$ cat config.mk
export PLATFORM = sky130hd
export DESIGN_NAME = pc_power_button_sequencer_top
export DESIGN_NICKNAME = d
export VERILOG_FILES = /design/src/sv/pbs_pkg.sv /design/src/sv/pbs_cfg_regs.sv /design/src/sv/pbs_step.sv /design/src/sv/pc_power_button_sequencer_top.sv
export VERILOG_INCLUDE_DIRS = /design/src /design/src/sv
export SDC_FILE = /design/constraint.sdc
export NUM_CORES = 1
export LEC_CHECK = 0
export BUFFER_PORTS_ARGS = -buffer_cell sky130_fd_sc_hd__buf_4
export CORE_MARGIN = 5
export CORE_UTILIZATION = 40
export DETAILED_ROUTE_END_ITERATION = 8
export GPL_TIMING_DRIVEN = 0
export PLACE_DENSITY_LB_ADDON = 0.2
export SLEW_MARGIN = 20
export SYNTH_ARGS = -nofsm -noshare
export SYNTH_HDL_FRONTEND = slang
export SYNTH_SLANG_ARGS = --single-unit
$ cat constraint.sdc
create_clock -name i_clk -period 4.7 [get_ports i_clk]
set_input_delay 0.705 -clock i_clk [delete_from_list [all_inputs] [get_ports i_clk]]
set_output_delay 0.705 -clock i_clk [all_outputs]
set_load 0.05 [all_outputs]
$ cat src/sv/pc_power_button_sequencer_top_assert.svh
// Assertion macros shared by the sequencer modules.
`ifndef PC_POWER_BUTTON_SEQUENCER_TOP_ASSERT_SVH
`define PC_POWER_BUTTON_SEQUENCER_TOP_ASSERT_SVH

// Check a condition at every edge outside reset.
`define PBS_ASSERT_ALWAYS(label, cond, msg) \
    label: assert property (@(posedge i_clk) disable iff (!i_rst_n) (cond)) \
        else $error(msg);

// Check that a condition implies another at the next edge.
`define PBS_ASSERT_NEXT(label, ante, cons, msg) \
    label: assert property (@(posedge i_clk) disable iff (!i_rst_n) (ante) |=> (cons)) \
        else $error(msg);

`endif

$ cat src/sv/pbs_pkg.sv
package pbs_pkg;

    localparam int unsigned CFG_IDX_W  = 3;
    localparam int unsigned CFG_DATA_W = 18;
    localparam int unsigned CNT_W      = 16;
    localparam int unsigned FORCE_W    = 18;
    localparam int unsigned PHASE_W    = 3;

    localparam logic [CFG_IDX_W-1:0] REG_OPEN_PULSE  = 3'd0;
    localparam logic [CFG_IDX_W-1:0] REG_KEY_HOLD    = 3'd1;
    localparam logic [CFG_IDX_W-1:0] REG_CLOSE_PULSE = 3'd2;
    localparam logic [CFG_IDX_W-1:0] REG_FORCE_OFF   = 3'd3;
    localparam logic [CFG_IDX_W-1:0] REG_OFF_DELAY   = 3'd4;
    localparam logic [CFG_IDX_W-1:0] REG_LOCKOUT     = 3'd5;

    localparam logic [CNT_W-1:0]   RST_OPEN_PULSE  = 16'd500;
    localparam logic [CNT_W-1:0]   RST_KEY_HOLD    = 16'd2000;
    localparam logic [CNT_W-1:0]   RST_CLOSE_PULSE = 16'd500;
    localparam logic [FORCE_W-1:0] RST_FORCE_OFF   = 18'd40000;
    localparam logic [CNT_W-1:0]   RST_OFF_DELAY   = 16'd1000;
    localparam logic [CNT_W-1:0]   RST_LOCKOUT     = 16'd250;

    typedef struct packed {
        logic [CNT_W-1:0]   open_pulse_ticks;
        logic [CNT_W-1:0]   key_hold_ticks;
        logic [CNT_W-1:0]   close_pulse_ticks;
        logic [FORCE_W-1:0] force_off_ticks;
        logic [CNT_W-1:0]   off_delay_ticks;
        logic [CNT_W-1:0]   lockout_ticks;
    } t_cfg;

    typedef struct packed {
        logic               pc_enable_level;
        logic               supply_on;
        logic               open_done;
        logic [PHASE_W-1:0] phase;
    } t_res;

    function automatic logic [CNT_W-1:0] sat_inc16(input logic [CNT_W-1:0] v);
        return (v == {CNT_W{1'b1}}) ? v : v + 16'd1;
    endfunction

    function automatic logic [FORCE_W-1:0] sat_inc18(input logic [FORCE_W-1:0] v);
        return (v == {FORCE_W{1'b1}}) ? v : v + 18'd1;
    endfunction

endpackage

$ cat src/sv/pbs_cfg_regs.sv
module pbs_cfg_regs (
    input  logic                           i_clk,
    input  logic                           i_rst_n,
    input  logic                           i_cfg_wr_en,
    input  logic [pbs_pkg::CFG_IDX_W-1:0]  i_cfg_index,
    input  logic [pbs_pkg::CFG_DATA_W-1:0] i_cfg_wdata,
    output pbs_pkg::t_cfg                  o_cfg
);

    pbs_pkg::t_cfg r_cfg;

    always_ff @(posedge i_clk) begin
        if (!i_rst_n) begin
            r_cfg.open_pulse_ticks  <= pbs_pkg::RST_OPEN_PULSE;
            r_cfg.key_hold_ticks    <= pbs_pkg::RST_KEY_HOLD;
            r_cfg.close_pulse_ticks <= pbs_pkg::RST_CLOSE_PULSE;
            r_cfg.force_off_ticks   <= pbs_pkg::RST_FORCE_OFF;
            r_cfg.off_delay_ticks   <= pbs_pkg::RST_OFF_DELAY;
            r_cfg.lockout_ticks     <= pbs_pkg::RST_LOCKOUT;
        end else if (i_cfg_wr_en) begin
            case (i_cfg_index)
                pbs_pkg::REG_OPEN_PULSE: begin
                    r_cfg.open_pulse_ticks <= i_cfg_wdata[pbs_pkg::CNT_W-1:0];
                end
                pbs_pkg::REG_KEY_HOLD: begin
                    r_cfg.key_hold_ticks <= i_cfg_wdata[pbs_pkg::CNT_W-1:0];
                end
                pbs_pkg::REG_CLOSE_PULSE: begin
                    r_cfg.close_pulse_ticks <= i_cfg_wdata[pbs_pkg::CNT_W-1:0];
                end
                pbs_pkg::REG_FORCE_OFF: begin
                    r_cfg.force_off_ticks <= i_cfg_wdata[pbs_pkg::FORCE_W-1:0];
                end
                pbs_pkg::REG_OFF_DELAY: begin
                    r_cfg.off_delay_ticks <= i_cfg_wdata[pbs_pkg::CNT_W-1:0];
                end
                pbs_pkg::REG_LOCKOUT: begin
                    r_cfg.lockout_ticks <= i_cfg_wdata[pbs_pkg::CNT_W-1:0];
                end
                default: begin
                end
            endcase
        end
    end

    assign o_cfg = r_cfg;

endmodule

$ cat src/sv/pbs_step.sv
`include "pc_power_button_sequencer_top_assert.svh"

module pbs_step (
    input  logic          i_clk,
    input  logic          i_rst_n,
    input  logic          i_adv,
    input  logic          i_key_level,
    input  logic          i_pc_off_level,
    input  pbs_pkg::t_cfg i_cfg,
    output pbs_pkg::t_res o_res
);

    typedef enum logic [pbs_pkg::PHASE_W-1:0] {
        PH_OFF   = 3'd0,
        PH_OPEN  = 3'd1,
        PH_RUN   = 3'd2,
        PH_DELAY = 3'd3,
        PH_LOCK  = 3'd4
    } t_phase;

    t_phase                      r_phase,   n_phase;
    logic [pbs_pkg::CNT_W-1:0]   r_open,    n_open;
    logic [pbs_pkg::CNT_W-1:0]   r_hold,    n_hold;
    logic [pbs_pkg::CNT_W-1:0]   r_close,   n_close;
    logic [pbs_pkg::CNT_W-1:0]   r_delay,   n_delay;
    logic [pbs_pkg::FORCE_W-1:0] r_force,   n_force;
    logic                        r_running, n_running;
    logic                        r_reached, n_reached;
    logic                        r_consumed, n_consumed;
    logic                        r_closing, n_closing;
    logic                        r_armed,   n_armed;
    logic                        r_enable,  n_enable;
    logic                        r_supply,  n_supply;

    logic run;
    logic shut;
    logic cut;
    logic done;
    logic was_closing;
    logic just_armed;

    always_comb begin
        n_phase    = r_phase;
        n_open     = r_open;
        n_hold     = r_hold;
        n_close    = r_close;
        n_delay    = r_delay;
        n_force    = r_force;
        n_running  = r_running;
        n_reached  = r_reached;
        n_consumed = r_consumed;
        n_closing  = r_closing;
        n_armed    = r_armed;
        n_enable   = r_enable;
        n_supply   = r_supply;
        run         = 1'b0;
        shut        = 1'b0;
        cut         = 1'b0;
        done        = 1'b0;
        was_closing = 1'b0;
        just_armed  = 1'b0;

        case (r_phase)
            PH_OPEN: begin
                n_open = pbs_pkg::sat_inc16(r_open);
                if (n_open >= i_cfg.open_pulse_ticks) begin
                    n_enable = 1'b1;
                    done     = 1'b1;
                    n_phase  = PH_RUN;
                    run      = 1'b1;
                end
            end
            PH_RUN: begin
                run = 1'b1;
            end
            PH_DELAY: begin
                n_delay = pbs_pkg::sat_inc16(r_delay);
                if (n_delay >= i_cfg.off_delay_ticks) begin
                    cut = 1'b1;
                end
            end
            PH_LOCK: begin
                n_delay = pbs_pkg::sat_inc16(r_delay);
                if (n_delay >= i_cfg.lockout_ticks) begin
                    n_phase = PH_OFF;
                end
            end
            default: begin
                n_phase = PH_OFF;
                if (i_key_level) begin
                    n_supply = 1'b1;
                    n_enable = 1'b0;
                    n_open   = '0;
                    n_phase  = PH_OPEN;
                end
            end
        endcase

        if (run) begin
            if (i_pc_off_level) begin
                shut = 1'b1;
            end else begin
                if (i_key_level && !n_consumed) begin
                    if (!n_running) begin
                        n_running = 1'b1;
                        n_hold    = '0;
                    end else begin
                        n_hold = pbs_pkg::sat_inc16(n_hold);
                    end
                    if (n_hold >= i_cfg.key_hold_ticks) begin
                        n_running = 1'b0;
                        n_reached = 1'b1;
                    end
                end else if (!i_key_level) begin
                    n_running  = 1'b0;
                    n_consumed = 1'b0;
                end
                was_closing = n_closing;
                if (n_reached && !i_key_level) begin
                    n_reached  = 1'b0;
                    n_consumed = 1'b1;
                    n_closing  = 1'b1;
                    n_armed    = 1'b1;
                    n_force    = '0;
                    just_armed = 1'b1;
                end
                if (n_closing) begin
                    n_enable = 1'b0;
                    n_close  = was_closing ? pbs_pkg::sat_inc16(n_close) : '0;
                    if (n_close >= i_cfg.close_pulse_ticks) begin
                        n_enable  = 1'b1;
                        n_closing = 1'b0;
                    end
                end
                if (n_armed) begin
                    if (!just_armed) begin
                        n_force = pbs_pkg::sat_inc18(n_force);
                    end
                    if (n_force >= i_cfg.force_off_ticks) begin
                        shut = 1'b1;
                    end
                end
            end
        end

        if (shut) begin
            n_running  = 1'b0;
            n_reached  = 1'b0;
            n_consumed = 1'b0;
            n_closing  = 1'b0;
            n_armed    = 1'b0;
            n_hold     = '0;
            n_close    = '0;
            n_force    = '0;
            n_open     = '0;
            n_delay    = '0;
            n_phase    = PH_DELAY;
            if (i_cfg.off_delay_ticks == '0) begin
                cut = 1'b1;
            end
        end

        if (cut) begin
            n_supply = 1'b0;
            n_delay  = '0;
            n_phase  = (i_cfg.lockout_ticks == '0) ? PH_OFF : PH_LOCK;
        end
    end

    always_ff @(posedge i_clk) begin
        if (!i_rst_n) begin
            r_phase    <= PH_OFF;
            r_open     <= '0;
            r_hold     <= '0;
            r_close    <= '0;
            r_delay    <= '0;
            r_force    <= '0;
            r_running  <= 1'b0;
            r_reached  <= 1'b0;
            r_consumed <= 1'b0;
            r_closing  <= 1'b0;
            r_armed    <= 1'b0;
            r_enable   <= 1'b1;
            r_supply   <= 1'b0;
        end else if (i_adv) begin
            r_phase    <= n_phase;
            r_open     <= n_open;
            r_hold     <= n_hold;
            r_close    <= n_close;
            r_delay    <= n_delay;
            r_force    <= n_force;
            r_running  <= n_running;
            r_reached  <= n_reached;
            r_consumed <= n_consumed;
            r_closing  <= n_closing;
            r_armed    <= n_armed;
            r_enable   <= n_enable;
            r_supply   <= n_supply;
        end
    end

    assign o_res.pc_enable_level = n_enable;
    assign o_res.supply_on       = n_supply;
    assign o_res.open_done       = done;
    assign o_res.phase           = n_phase;

    `PBS_ASSERT_ALWAYS(a_supply_phase,
        r_supply == (r_phase == PH_OPEN || r_phase == PH_RUN || r_phase == PH_DELAY),
        "supply level disagrees with phase")
    `PBS_ASSERT_ALWAYS(a_closing_running, !r_closing || r_phase == PH_RUN,
        "close pulse outside running phase")
    `PBS_ASSERT_ALWAYS(a_open_line_low, r_phase != PH_OPEN || !r_enable,
        "enable line high during open pulse")

endmodule

$ cat src/sv/pc_power_button_sequencer_top.sv
// PC power button sequencer.
// Input channel: one word per one-millisecond tick, carrying the power key
// level and the PC-off level (i_in_valid / o_in_ready).
// Output channel: one word per input word, carrying the enable line level,
// supply enable, the open-done mark and the phase (o_out_valid / i_out_ready).
// Configuration: i_cfg_wr_en writes i_cfg_wdata to register i_cfg_index;
// write only while no word is in flight.
// An accepted word waits in the input register and passes into the result
// register when that register is empty or its word is being taken. Throughput:
// one word per cycle while the receiver does not stall, set by the single pass
// of counter and flag logic between the two registers.
// When the receiver stalls, the result register holds its word, the input
// register takes one more word and then o_in_ready drops until the output
// drains. Reset empties both registers, restores the register defaults and
// returns the sequencer to off, enable line high, supply off.
`include "pc_power_button_sequencer_top_assert.svh"

module pc_power_button_sequencer_top (
    input  logic                           i_clk,
    input  logic                           i_rst_n,
    input  logic                           i_in_valid,
    output logic                           o_in_ready,
    input  logic                           i_key_level,
    input  logic                           i_pc_off_level,
    output logic                           o_out_valid,
    input  logic                           i_out_ready,
    output logic                           o_pc_enable_level,
    output logic                           o_supply_on,
    output logic                           o_open_done,
    output logic [pbs_pkg::PHASE_W-1:0]    o_phase,
    input  logic                           i_cfg_wr_en,
    input  logic [pbs_pkg::CFG_IDX_W-1:0]  i_cfg_index,
    input  logic [pbs_pkg::CFG_DATA_W-1:0] i_cfg_wdata
);

    pbs_pkg::t_cfg cfg;
    pbs_pkg::t_res res;

    logic          r_in_valid;
    logic          r_in_key;
    logic          r_in_pc_off;
    logic          r_out_valid;
    pbs_pkg::t_res r_out;
    logic          adv;

    assign adv        = r_in_valid && (!r_out_valid || i_out_ready);
    assign o_in_ready = !r_in_valid || adv;

    pbs_cfg_regs u_cfg (
        .i_clk       (i_clk),
        .i_rst_n     (i_rst_n),
        .i_cfg_wr_en (i_cfg_wr_en),
        .i_cfg_index (i_cfg_index),
        .i_cfg_wdata (i_cfg_wdata),
        .o_cfg       (cfg)
    );

    pbs_step u_step (
        .i_clk          (i_clk),
        .i_rst_n        (i_rst_n),
        .i_adv          (adv),
        .i_key_level    (r_in_key),
        .i_pc_off_level (r_in_pc_off),
        .i_cfg          (cfg),
        .o_res          (res)
    );

    always_ff @(posedge i_clk) begin
        if (!i_rst_n) begin
            r_in_valid <= 1'b0;
        end else if (o_in_ready) begin
            r_in_valid <= i_in_valid;
        end
    end

    always_ff @(posedge i_clk) begin
        if (o_in_ready && i_in_valid) begin
            r_in_key    <= i_key_level;
            r_in_pc_off <= i_pc_off_level;
        end
    end

    always_ff @(posedge i_clk) begin
        if (!i_rst_n) begin
            r_out_valid <= 1'b0;
        end else if (adv) begin
            r_out_valid <= 1'b1;
        end else if (i_out_ready) begin
            r_out_valid <= 1'b0;
        end
    end

    always_ff @(posedge i_clk) begin
        if (adv) begin
            r_out <= res;
        end
    end

    assign o_out_valid       = r_out_valid;
    assign o_pc_enable_level = r_out.pc_enable_level;
    assign o_supply_on       = r_out.supply_on;
    assign o_open_done       = r_out.open_done;
    assign o_phase           = r_out.phase;

    `PBS_ASSERT_NEXT(a_adv_fills_out, adv, r_out_valid,
        "advanced word missing from result register")
    `PBS_ASSERT_ALWAYS(a_ready_when_empty, r_in_valid || o_in_ready,
        "input stalled while input register empty")

endmodule
==> summary.md <==
| Metric | Value |
|---|---|
| Total track usage | `between 20 and 25%` |
| Main area contributors after synthesis | `dfxtp_1, ha_1, nand2_1, a21oi_1, inv_1` |
| R2r setup slk | `roughly 190 ps` |
| Die ar. | `33400 um2` |
| Cell Chain, Critical Path | `nand2b_4, and2_1, ha_2, and3_4, and4_1, nand4_1, clkbuf_8, buf_4, nand4_1, xor2_1, nor2_1, ha_1, a21oi_2, nand2_2, a311oi_2, buf_4, a211oi_4, buf_12, a41o_2, a2111o_1, a211oi_1` |
| Hold Path Depth | `1` |
| Post-Syn Area per Cell | `between 7 and 8 um2` |
| CP peak stage delay | `between 400 and 500 ps` |
| Placed cell area | `12680 um2` |
| Status | `completed` |
| Pwr dens | `~260 nW/um2` |
| Die width | `between 150 and 200 um` |
| Worst Setup Path Type | `reg2reg` |
| Register area | `between 4000 and 5000 um2` |
| Ant. Diodes | `0` |
| Initial cell density of the core | `40.39%` |
| Detail Route Antenna Nets | `0` |
| Site Rows | `63` |
| Pwr Total | `approximately 3600 uW` |
| EDFF count, synth | `8` |
| Num CTS Buffers | `17` |
| Post-Place Cells | `slightly below 2000` |
| Critical Path Fanout Max | `12` |
| Hold_sp | `i_key_level` |
| Routed wire length | `37300 um` |
| WL per Instance | `approximately 19 um` |
| Fmax | `between 200 and 250 MHz` |
| Clock Latency Late Sink | `~460 ps` |
| Vias per cell | `between 5 and 6` |
| Share of cells above drive strength 1 | `9.963%` |
| Seq cells post-synth | `200` |
| Crit-path slowest cell | `edfxtp_1` |
| Clock net sink count | `200` |
| Cts hold-fix bufs | `0` |
| Hpwl dp | `between 20000 and 30000 um` |
| Crit. End Element | `flip-flop` |
| R2r endpoint | `u_step.r_phase[0]` |
| Ports | `36` |
| Top delay family on crit path | `compound AO/OA/AOI/OAI gates` |
| CP required | `between 5000 and 6000 ps` |
| Slew headroom | `29.29%` |
| Setup TNS | `0 ps` |
| Post-Layout Cell Count | `1996` |
| Lkg Pwr | `about 0.0055 uW` |
| CP arrival | `4880 ps` |
| Synth top area share | `between 30% and 40%` |
| Height of the chip | `roughly 180 um` |
| GRT Residual Overflow | `0` |
| Final Cycle Share | `a little over nine tenths` |
| Area occupied by multi-input gates | `between 7000 and 8000 um2` |
| Initial antenna violation count | `0` |
| # H-tree levels | `4` |
| Tmin final | `approximately 4500 ps` |
| Ys Warns | `0` |
| Count leader, synth | `nand2_1` |
| Final setup fails | `0` |
| Worst-path clk slew | `approximately 80 ps` |
| Netlist Area Pre-Place | `between 10000 and 15000 um2` |
| Post-route cell area | `between 10000 and 15000 um2` |
| CP startpoint kind | `flip-flop` |
| Seq/Total Area, Yosys | `34.21%` |
| R2R cell count | `21` |
| First-pass GRT wire length | `a little under 60000 um` |
| TritonRoute pass-1 iters | `6` |
| Synth unique cells | `71` |
| GPL Wtd Cong | `0.8969` |
| Area grow syn2layout | `15.29%` |
| Pin count of the biggest net entering global routing | `22` |
| Root Buffer | `clkbuf_16` |
| Post-layout nets | `between 1500 and 2000` |
| Number of global-route vias before repair | `roughly 11000` |
| Core ar. | `around 30000 um2` |
| Final hold viol count | `0` |
| Final clock skew | `around 17 ps` |
| Post-synthesis net count | `1651` |
| Final critical-path setup slack | `191.7 ps` |
| Tightest Pin Transition | `a little over 1000 ps` |
| Pre-CTS setup slack | `-1711 ps` |
| Synth top cells by count | `nand2_1, dfxtp_1, a21oi_1` |
| Post-route DRC | `0` |
| Worst vdd ir | `between 0.2 and 0.3 mV` |
| Post-synth top area cell | `dfxtp_1` |
| Worst hold path endpoint | `r_in_key` |
| Via count | `around 11000` |
| CTS tree | `done` |
| Post-synth top flop | `dfxtp_1` |
| Critical path buffer and inverter count | `4` |
| Layout fillers | `between 2000 and 3000` |
| Synth async-reset ratio | `0%` |
| Post-Synthesis Cells | `roughly 1500` |
| Clock Path Buffers | `2` |
| R2R Path Start | `r_in_key` |
| Maxcap violations | `0` |
| Slew Viols, Final | `0` |
| Port-buffer cells | `34` |
| DRT iter0 DRCs | `956` |
| Worst Hold Class | `in2reg` |
cell usage in the layout (no fill, tap or decap), types with 6 or more instances in the layout:
cell type	synthesis	routed
or2_2	6	6
nand2b_1	14	13
dfxtp_1	192	191
o21ai_0	64	60
a21oi_1	129	126
a21o_1	21	21
or3_1	8	8
xnor2_1	28	28
buf_4	0	55
ha_1	103	101
a31oi_1	16	14
a211o_1	8	7
nor4_1	14	11
clkbuf_2	0	6
clkbuf_16	0	17
nor2b_1	19	18
and4_1	13	13
a211oi_1	20	17
xor2_1	17	16
and2_1	10	9
o21a_1	18	16
nand4_1	45	45
o211ai_1	42	42
nand2_1	268	266
inv_1	110	110
edfxtp_1	8	8
nor3_1	29	29
and3_1	24	23
nand3_1	41	40
nor2_1	86	81
clkbuf_1	52	43
a32o_1	6	6
a22o_1	23	23
repair_timing:
item | 4_1_cts | 5_1_grt
resized for setup | 40 | 42
buffers inserted | 11 | 10
endpoints found under the setup margin | 95 | 95
cloned | 0 | 1
pin swaps | 6 | 16
endpoints found under the hold margin | 0 | 0
cell type report:
class	count	area share, %
Buffer	63	2.100
Clock buffer	18	3.118
Clock inverter	14	1.309
Inverter	112	3.054
Multi-Input combinational cell	1144	54.08
Sequential cell	200	29.68
Tap cell	390	3.545
Timing Repair Buffer	55	3.118
cell families after synthesis:
| logic type | Yosys count | synth area share (%) |
|---|---|---|
| adder cells (fa/ha/maj) | 103 | 10.79 |
| multiplexers | 6 | 0.5240 |
| flip-flops | 200 | 34.21 |
| XOR/XNOR | 45 | 3.301 |
| buffers and inverters | 177 | 5.701 |
| AO/OA/AOI/OAI | 400 | 22.25 |
| AND/OR/NAND/NOR | 589 | 23.22 |
power by group:
part	internal (uW)	switching [uW]	total [uW]
registers	1730	18.7	1750
clock network	769	788	1560
logic	91.5	204	295
worst max-delay path by stage:
stage,startpoint,endpoint,slack (ps),cells past startpoint
finish,r_in_key,u_step.r_phase[0],190,21
global route,r_in_key,u_step.r_phase[0],-30,21
CTS,r_in_key,u_step.r_close[7],1,22
detailed placement,r_in_key,o_phase[0],-1710,19
global placement,r_in_key,o_phase[0],-1820,19
floorplan,r_in_key,u_step.r_close[10],20,21
sequential cells by signal, summed over array words and instances (netlist names), 3 cells and up:
| register | flops |
|---|---|
| u_cfg.o_cfg | 98 |
| u_step.r_force | 18 |
| u_step.r_close | 16 |
| u_step.r_delay | 16 |
| u_step.r_hold | 16 |
| u_step.r_open | 16 |
| o_phase | 3 |
| u_step.r_phase | 3 |
per-layer routing:
metal  GRT usage, %  routed length (um)
met2          34.98               16800
met1          30.62               17360
met5              0                   0
met4          6.545                 853
met3          3.511                2291
through the flow:
| stage | utilization [%] | hold WS (ps) |
|---|---|---|
| 6_report | 46.57 | 431.6 |
| 5_1_grt | 46.57 | 421.9 |
| 2_1_floorplan | - | 434.8 |
| 3_3_place_gp | 42.90 | 443.6 |
| 4_1_cts | 45.78 | 420.9 |
| 3_5_place_dp | 42.90 | 447.0 |
(Power assumes the default switching activity.)
